`config.mk`:
```
export PLATFORM = sky130hd
export DESIGN_NAME = stationary_presence_detector
export DESIGN_NICKNAME = d
export VERILOG_FILES = /design/src/sv/spd_pkg.sv /design/src/sv/stationary_presence_detector.sv
export SDC_FILE = /design/constraint.sdc
export NUM_CORES = 1
export LEC_CHECK = 0
export BUFFER_PORTS_ARGS = -buffer_cell sky130_fd_sc_hd__buf_2
export CELL_PAD_IN_SITES_DETAIL_PLACEMENT = 1
export CELL_PAD_IN_SITES_GLOBAL_PLACEMENT = 1
export CORE_MARGIN = 2
export CORE_UTILIZATION = 47
export DETAILED_ROUTE_END_ITERATION = 6
export PLACE_DENSITY_LB_ADDON = 0.3
export SLEW_MARGIN = 30
export SYNTH_ARGS = -nofsm -noshare
export SYNTH_HDL_FRONTEND = slang
export SYNTH_SLANG_ARGS = --single-unit
```
`constraint.sdc`:
```
create_clock -name clk -period 8.7 [get_ports clk]
set_input_delay 0.435 -clock clk [delete_from_list [all_inputs] [get_ports clk]]
set_output_delay 0.435 -clock clk [all_outputs]
set_load 0.02 [all_outputs]
```
`src/sv/spd_pkg.sv`:
```
// stationary presence detector package
// widths, register indexes and reset values shared by the detector rtl
package spd_pkg;

  localparam int SampleW = 16;
  localparam int SumW = 18;
  localparam int StillW = 13;
  localparam int StageW = 4;
  localparam int AvgTaps = 4;
  localparam int DelayDepth = AvgTaps - 1;

  localparam int InDataW = 16;
  localparam int OutDataW = 40;
  localparam int AddrW = 4;
  localparam int ApbDataW = 32;

  // register indexes, taken from paddr[3:2]
  localparam logic [1:0] REG_NEAR_LIMIT = 2'd0;
  localparam logic [1:0] REG_STILL_LIMIT = 2'd1;
  localparam logic [1:0] REG_DWELL_COUNT = 2'd2;

  localparam logic [SampleW-1:0] NEAR_LIMIT_RESET = 16'd1200;
  localparam logic [StillW-1:0] STILL_LIMIT_RESET = 13'd10;
  localparam logic [StageW-1:0] DWELL_COUNT_RESET = 4'd3;

  typedef logic [SampleW-1:0] sample_t;
  typedef logic [SumW-1:0] sum_t;

  typedef struct packed {
    sum_t average_qmm;
    sum_t speed_emm;
    logic present;
  } result_t;

endpackage

```
`src/sv/stationary_presence_detector.sv`:
```
// stationary presence detector top level
// a result is registered in the output register, or in the skid slot while the output is stalled
// throughput: one item per cycle while the skid slot is empty; the adder tree, one subtract
// and two compares sit between the input transfer and the result register
// reset: rst (synchronous) clears delay lines, dwell stage and output valid,
// and restores the register reset values; no clearing pass
module stationary_presence_detector
  import spd_pkg::*;
(
  input  logic                clk,
  input  logic                rst,
  // input stream
  input  logic                s_tvalid,
  output logic                s_tready,
  input  logic [InDataW-1:0]  s_tdata,   // [15:0] range_mm
  // result stream
  output logic                m_tvalid,
  input  logic                m_tready,
  output logic [OutDataW-1:0] m_tdata,   // [17:0] average_qmm, [35:18] speed_emm,
                                         // [36] present, [39:37] zero
  // configuration
  input  logic                psel,
  input  logic                penable,
  input  logic                pwrite,
  input  logic [AddrW-1:0]    paddr,
  input  logic [ApbDataW-1:0] pwdata,
  output logic [ApbDataW-1:0] prdata,
  output logic                pready
);

  sample_t              near_limit_mm;
  logic [StillW-1:0]    still_limit_mm;
  logic [StageW-1:0]    dwell_count;

  sample_t              sample_delay [DelayDepth];
  sum_t                 sum_delay [DelayDepth];
  logic [StageW-1:0]    dwell_stage;
  logic [StageW-1:0]    dwell_stage_next;

  result_t              out_data;
  result_t              skid_data;
  logic                 skid_valid;
  result_t              result;

  logic                 accept;
  logic                 cfg_write;
  logic [1:0]           reg_index;
  sample_t              sample;
  sum_t                 sum;
  sum_t                 old_sum;
  sum_t                 speed;
  logic                 is_near;
  logic                 is_still;
  logic                 dwell_done;
  logic                 present;

  assign pready    = 1'b1;
  assign reg_index = paddr[3:2];
  assign cfg_write = psel && penable && pwrite;

  always_ff @(posedge clk) begin
    if (rst) begin
      near_limit_mm  <= NEAR_LIMIT_RESET;
      still_limit_mm <= STILL_LIMIT_RESET;
      dwell_count    <= DWELL_COUNT_RESET;
    end else if (cfg_write) begin
      unique case (reg_index)
        REG_NEAR_LIMIT:  near_limit_mm  <= pwdata[SampleW-1:0];
        REG_STILL_LIMIT: still_limit_mm <= pwdata[StillW-1:0];
        REG_DWELL_COUNT: dwell_count    <= pwdata[StageW-1:0];
        default: ;
      endcase
    end
  end

  always_comb begin
    unique case (reg_index)
      REG_NEAR_LIMIT:  prdata = {{(ApbDataW-SampleW){1'b0}}, near_limit_mm};
      REG_STILL_LIMIT: prdata = {{(ApbDataW-StillW){1'b0}}, still_limit_mm};
      REG_DWELL_COUNT: prdata = {{(ApbDataW-StageW){1'b0}}, dwell_count};
      default:         prdata = '0;
    endcase
  end

  assign s_tready = !skid_valid;
  assign accept   = s_tvalid && s_tready;
  assign sample   = s_tdata[SampleW-1:0];

  // four-tap sum is the average in quarter millimetres
  assign sum = SumW'(sample) + SumW'(sample_delay[0]) + SumW'(sample_delay[1])
             + SumW'(sample_delay[2]);
  assign old_sum = sum_delay[DelayDepth-1];
  assign speed   = (sum >= old_sum) ? (sum - old_sum) : (old_sum - sum);

  assign is_near    = sum < {near_limit_mm, 2'b00};
  assign is_still   = speed < SumW'({still_limit_mm, 3'b000});
  assign dwell_done = ({1'b0, dwell_stage} + 5'd1) >= {1'b0, dwell_count};

  always_comb begin
    dwell_stage_next = dwell_stage;
    present          = 1'b0;
    if (is_near) begin
      if (!is_still) begin
        dwell_stage_next = '0;
      end else if (dwell_done) begin
        dwell_stage_next = '0;
        present          = 1'b1;
      end else begin
        dwell_stage_next = dwell_stage + 4'd1;
      end
    end
  end

  assign result.average_qmm = sum;
  assign result.speed_emm   = speed;
  assign result.present     = present;

  always_ff @(posedge clk) begin
    if (rst) begin
      for (int k = 0; k < DelayDepth; k++) begin
        sample_delay[k] <= '0;
        sum_delay[k]    <= '0;
      end
      dwell_stage <= '0;
    end else if (accept) begin
      sample_delay[0] <= sample;
      sum_delay[0]    <= sum;
      for (int k = 1; k < DelayDepth; k++) begin
        sample_delay[k] <= sample_delay[k-1];
        sum_delay[k]    <= sum_delay[k-1];
      end
      dwell_stage <= dwell_stage_next;
    end
  end

  // output register with one skid slot behind it
  always_ff @(posedge clk) begin
    if (rst) begin
      m_tvalid   <= 1'b0;
      skid_valid <= 1'b0;
    end else if (!m_tvalid || m_tready) begin
      if (skid_valid) begin
        m_tvalid   <= 1'b1;
        skid_valid <= 1'b0;
      end else begin
        m_tvalid <= accept;
      end
    end else if (accept) begin
      skid_valid <= 1'b1;
    end
  end

  always_ff @(posedge clk) begin
    if (!m_tvalid || m_tready) begin
      if (skid_valid) begin
        out_data <= skid_data;
      end else if (accept) begin
        out_data <= result;
      end
    end else if (accept) begin
      skid_data <= result;
    end
  end

  assign m_tdata = {{(OutDataW-2*SumW-1){1'b0}}, out_data.present,
                    out_data.speed_emm, out_data.average_qmm};

endmodule

```
# Word level (Yosys, flattened, before mapping)
# Memory sizes are Yosys's and may differ from the RTL's.
# Cells that the tools add are included.
# word_totals
inputBits,59
wordCells,70
ff_bits,113
out_inout_bits,75
memories,2
ram_bits,102
# op_classes
n_addsub,7
n_bitwise,7
order_cmp,4
muxes,21
eq_ne,2
n_reduce_logical,15
# mem_list
memory,words,width,rd,rd_ports_with_merged_regs,write_ports,line,rtl
sum_delay,3,18,3,0,3,stationary_presence_detector.sv:36,sum_t sum_delay [DelayDepth];
sample_delay,3,16,3,0,3,stationary_presence_detector.sv:35,sample_t sample_delay [DelayDepth];
# ops
op,n
$mux W37,2
$mux W18,4
$mux W16,3
$pmux W16 S3,1
$sub A18 B18 Y18,2
$add A17 B16 Y18,1
$add A18 B16 Y18,1
$ge A18 B18 Y1,1
$lt A18 B16 Y1,1
$lt A18 B18 Y1,1
$add A16 B16 Y17,1
$reduce_and A2 Y1,6
$mux W1,9
$mux W4,2
$or A1 B1 Y1,6
$add A4 B1 Y5 const B,1
$ge A5 B4 Y1,1
$add A4 B1 Y4 const B,1
$logic_and A1 B1 Y1,3
$eq A2 B1 Y1 const B,1
$eq A2 B2 Y1 const B,1
$logic_not A1 Y1,2
$logic_not A2 Y1,1
$reduce_bool A2 Y1,1
3 further kinds,3

# Logic depth before layout (Yosys ltp)
# An unclocked memory read counts as a cell.
# depth
ltp_word,11
ltp_mapped,36
depth_no_buf,34

# Least setup slack after synthesis
# No wires, ideal clock.
# synth_path
path_kind,input to register
startpoint,input s_tdata[1]
endpoint,register dwell_stage[2]
slack_ps,1229
path_stages,34
n_path_buf,0
t_arrival_ps,7413
t_required_ps,8642
setup_time_ps,58
cell_sequence,inv_1 fa_1 inv_1 fa_1 ha_1 fa_1 a21o_1 a21oi_1 o21bai_1 a21oi_1 nand3b_1 a41oi_1 o31ai_1 xor2_1 inv_1 ha_1 a21o_1 a21o_1 a32oi_1 nand4_4 or2_2 and2_1 a31oi_1 xnor2_1 ha_1 a21o_1 a21o_1 a21oi_1 nor2b_1 o21ai_0 nand2_1 or4_1 nor4b_1 o22a_1
# synth_between
elab_chain_len,7
word_cells_on_any_way,11
cone_classes,5 x add/sub; 3 x order compare; 2 x mux; 1 x reduce/logical
# synth_lines
item,line,rtl
"start, declared",stationary_presence_detector.sv:15,"input logic [InDataW-1:0] s_tdata,"
$add A16 B16 Y17,stationary_presence_detector.sv:90,assign sum = SumW'(sample) + SumW'(sample_delay[0]) + SumW'(sample_delay[1])
$add A17 B16 Y18,stationary_presence_detector.sv:90,
$add A18 B16 Y18,stationary_presence_detector.sv:91,+ SumW'(sample_delay[2]);
net sum[15],stationary_presence_detector.sv:49,sum_t sum;
$ge A18 B18 Y1,stationary_presence_detector.sv:93,assign speed = (sum >= old_sum) ? (sum - old_sum) : (old_sum - sum);
$mux W18,stationary_presence_detector.sv:93,
net speed[11],stationary_presence_detector.sv:51,sum_t speed;
$lt A18 B16 Y1,stationary_presence_detector.sv:96,"assign is_still = speed < SumW'({still_limit_mm, 3'b000});"
$mux W4,stationary_presence_detector.sv:103,if (!is_still) begin
"end signal, assigned",stationary_presence_detector.sv:132,dwell_stage <= dwell_stage_next;
"end, declared",stationary_presence_detector.sv:37,logic [StageW-1:0] dwell_stage;
# The timed path passes the listed nets, and every way through them passes these cells.
# A chain may end at the register's enable or synchronous reset.

==> impl_metrics.py <==
metrics = {
    "status": {
        "status": "complete, no violations",
    },
    "setup_path": {
        "crit_path_start": "sample_delay[0][17]",
        "cp_common_cell": "a21o_1",
        "cp-end-kind": "flip-flop",
        "crit_path_top_delay_cell": "or4_1",
        "worstReg2RegEnd": "dwell_stage[2]",
        "r2r_cells": 34,
        "cp_max_fo": 8,
        "cpPeakStageDelay_ns": 0.56,
        "reg2reg_from": "sample_delay[0][17]",
        "crit_end": "dwell_stage[2]",
        "critical_path_arrival_ns": 8.61,
        "start_kind": "flip-flop",
        "path_class": "reg2reg",
        "required_ns": 9.17,
        "rrSetupSlack_ns": 0.56,
    },
    "flow_run": {
        "drv_cap": 0,
    },
    "sta": {
        "worst_pin_slew_ns": 0.901,
        "fin_skew_ns": 0.0161,
        "setup_viol": 0,
        "fmax_mhz": 123,
        "layout_setup_ws_ns": 0.560,
        "fin_crit_sh_pct": 93.6,
        "hold_viol_final": 0,
        "slew_headroom_pct": 39.8,
        "maxSlewViolCount": 0,
        "finalCriticalPeriod_ns": 8.14,
        "tns_ns": 0,
        "holdWs_ns": 0.157,
        "rsz0062_at_grt": "no",
    },
    "grt": {
        "met2_usage_pct": 39.7,
        "grt-ovfl-total": 0,
        "met1_usage_pct": 29.1,
        "grt_pass1_vias": 9275,
        "antenna_found_initial": 0,
        "grt.busiest_layer": "met2",
        "track_usage_pct": 22.6,
        "grt_pass1_wl_um": 49900,
        "grt_max_degree": 72,
        "grtUsageMet3_pct": 3.27,
    },
    "synth": {
        "synth_edf_count": 176,
        "syn-instance-count": 1161,
        "yosysUniqueCellTypes": 69,
        "post-synth-top-area-cell": "edfxtp_1",
        "ys_ff_latch": 215,
        "avgSynthCellArea_um2": 10.6,
        "ys.flop_type": "edfxtp_1",
        "ys_seq_area_share_pct": 49.2,
        "syn_area_um2": 12300,
        "synth_top_area_share_pct": 42.8,
        "yosysWarnings": 0,
        "synthArstFlopShare_pct": 0,
        "netlist_top_cells_area": "edfxtp_1 43%, ha_1 8.5%, dfxtp_1 6.3%",
    },
    "die": {
        "die-area_um2": 27600,
        "core_area_um2": 25900,
        "die_w_um": 166,
        "io_pins": 134,
        "rows": 59,
        "die_h_um": 166,
        "initial_core_util_pct": 47.6,
    },
    "final_layout": {
        "final_cells": 1620,
        "final_common_cell": "edfxtp_1",
        "postLayoutCellArea_um2": 14100,
        "drive_gt1_share_pct": 15.7,
        "final_cell_mix": "176 x edfxtp_1, 160 x inv_1, 108 x nor2_1",
        "fill_cells": 2814,
        "final_util_pct": 54.5,
        "areaGrowthSynthToFinish_pct": 14.4,
        "fin_nets": 1444,
        "antenna_cells": 0,
    },
    "drt": {
        "drc": 0,
        "drtPass1Iterations": 4,
        "ant_nets": 0,
        "wl_per_cell_um": 19.3,
        "wl_um": 31200,
        "vias_per_cell": 5.31,
        "vias": 8607,
        "drt_iter0_drc": 492,
    },
    "cts": {
        "cts_tree": "built",
        "hold_buffers": 0,
        "clk_path_buf_depth": 3,
        "post_cts_buffers": 0,
        "clock_latency_ns": 0.53,
        "ctsRootBufferMaster": "clkbuf_16",
        "htree_num_levels": 1,
        "cts_inserted_buffers": 25,
        "clkTransAtPathRegs_ns": 0.06,
        "cts_sinks": 215,
    },
    "place": {
        "portBuffers": 95,
        "placed_cell_area_um2": 13200,
        "dp_worst_setup_slack_ns": 0.200,
        "dp_hpwl_um": 22400,
        "place.gp.congestion": 0.888,
        "dp_cells": 1575,
    },
    "power_and_ir_drop": {
        "peakVddDrop_mv": 0.230,
        "power.leakage_nw": 6.10,
        "cellPowerDensity_nw_per_um2": 397,
        "total_power_mw": 5.61,
    },
    "hold_path": {
        "min_path_type": "in2reg",
    },
}
## logic make-up after synthesis
| logic type | after synthesis | share of synthesized area [%] |
|---|---|---|
| other | 2 | 0.0609 |
| XOR/XNOR | 31 | 2.26 |
| AND/OR/NAND/NOR | 331 | 12.7 |
| AO/OA/AOI/OAI | 190 | 9.85 |
| buffers and inverters | 223 | 7.65 |
| multiplexers | 51 | 4.30 |
| adder cells (fa/ha/maj) | 118 | 14.0 |
| flip-flops | 215 | 49.2 |
## critical path: cells and delay by family (launching register included)
kind	cells	cell delay, ns
and+or+nand+nor	8	1.90
AOI/OAI and AO/OA	15	2.74
DFF	1	0.38
xor gates and xnor gates	2	0.57
buffers and inverters	3	0.34
adders and majority gates	6	2.14
## repair_timing
item,in CTS,in global routing
setup endpoints to repair,0,6
hold endpoints to repair,0,0
gates resized for setup,0,5
## cells in the mapped netlist (7+ instances only)
library cell / number
a21o_1: 21
a21oi_1: 59
and2_1: 50
buf_2: 7
buf_4: 20
clkbuf_1: 28
dfxtp_1: 39
edfxtp_1: 176
fa_1: 34
ha_1: 84
inv_1: 160
mux2_2: 16
mux2i_1: 35
nand2_1: 99
nand2b_1: 7
nand3_1: 12
nand4_1: 9
nor2_1: 110
nor2b_1: 10
nor3_1: 9
o211ai_1: 10
o21ai_0: 49
xnor2_1: 17
xor2_1: 13
## layout make-up
cell class              count  area [um2]  share of cell area [%]
repair buffers            124         697                    4.94
clock buffers              33         718                    5.09
multi-input cells         741        5460                    38.6
well taps                 335         419                    2.97
inverters                 160         601                    4.25
clock inverters            12         165                    1.17
flip-flops and latches    215        6070                    43.0
## power breakdown
part	switching [mW]	internal [mW]	total, mW
logic	1.84	1.17	3.01
clock network	0.431	0.698	1.13
registers	0.0457	1.43	1.47
total	2.31	3.30	5.61
## worst min path at each step
stage | start | endpoint | slack, ns | depth (start not counted)
finish | pwdata[14] | near_limit_mm[14] | 0.16 | 3
global placement | near_limit_mm[14] | near_limit_mm[14] | 0.45 | 2
CTS | pwdata[14] | near_limit_mm[14] | 0.14 | 3
detailed placement | near_limit_mm[14] | near_limit_mm[14] | 0.45 | 2
global route | pwdata[11] | near_limit_mm[11] | 0.16 | 3
floorplan | near_limit_mm[13] | near_limit_mm[13] | 0.44 | 2
## flip-flops by register name, summed over array words and instances (netlist names)
register / count
sample_delay: 48
m_tvalid: 1
near_limit_mm: 16
skid_valid: 1
still_limit_mm: 13
skid_data: 37
m_tdata: 37
sum_delay: 54
dwell_count: 4
dwell_stage: 4
## layer usage
layer	share of wire [%]	vias up
met1	44	4260
met4	2.9	0
li1	-	4127
met5	0	-
met2	49	169
met3	4.0	51
Power figures use the tool's default switching activity.
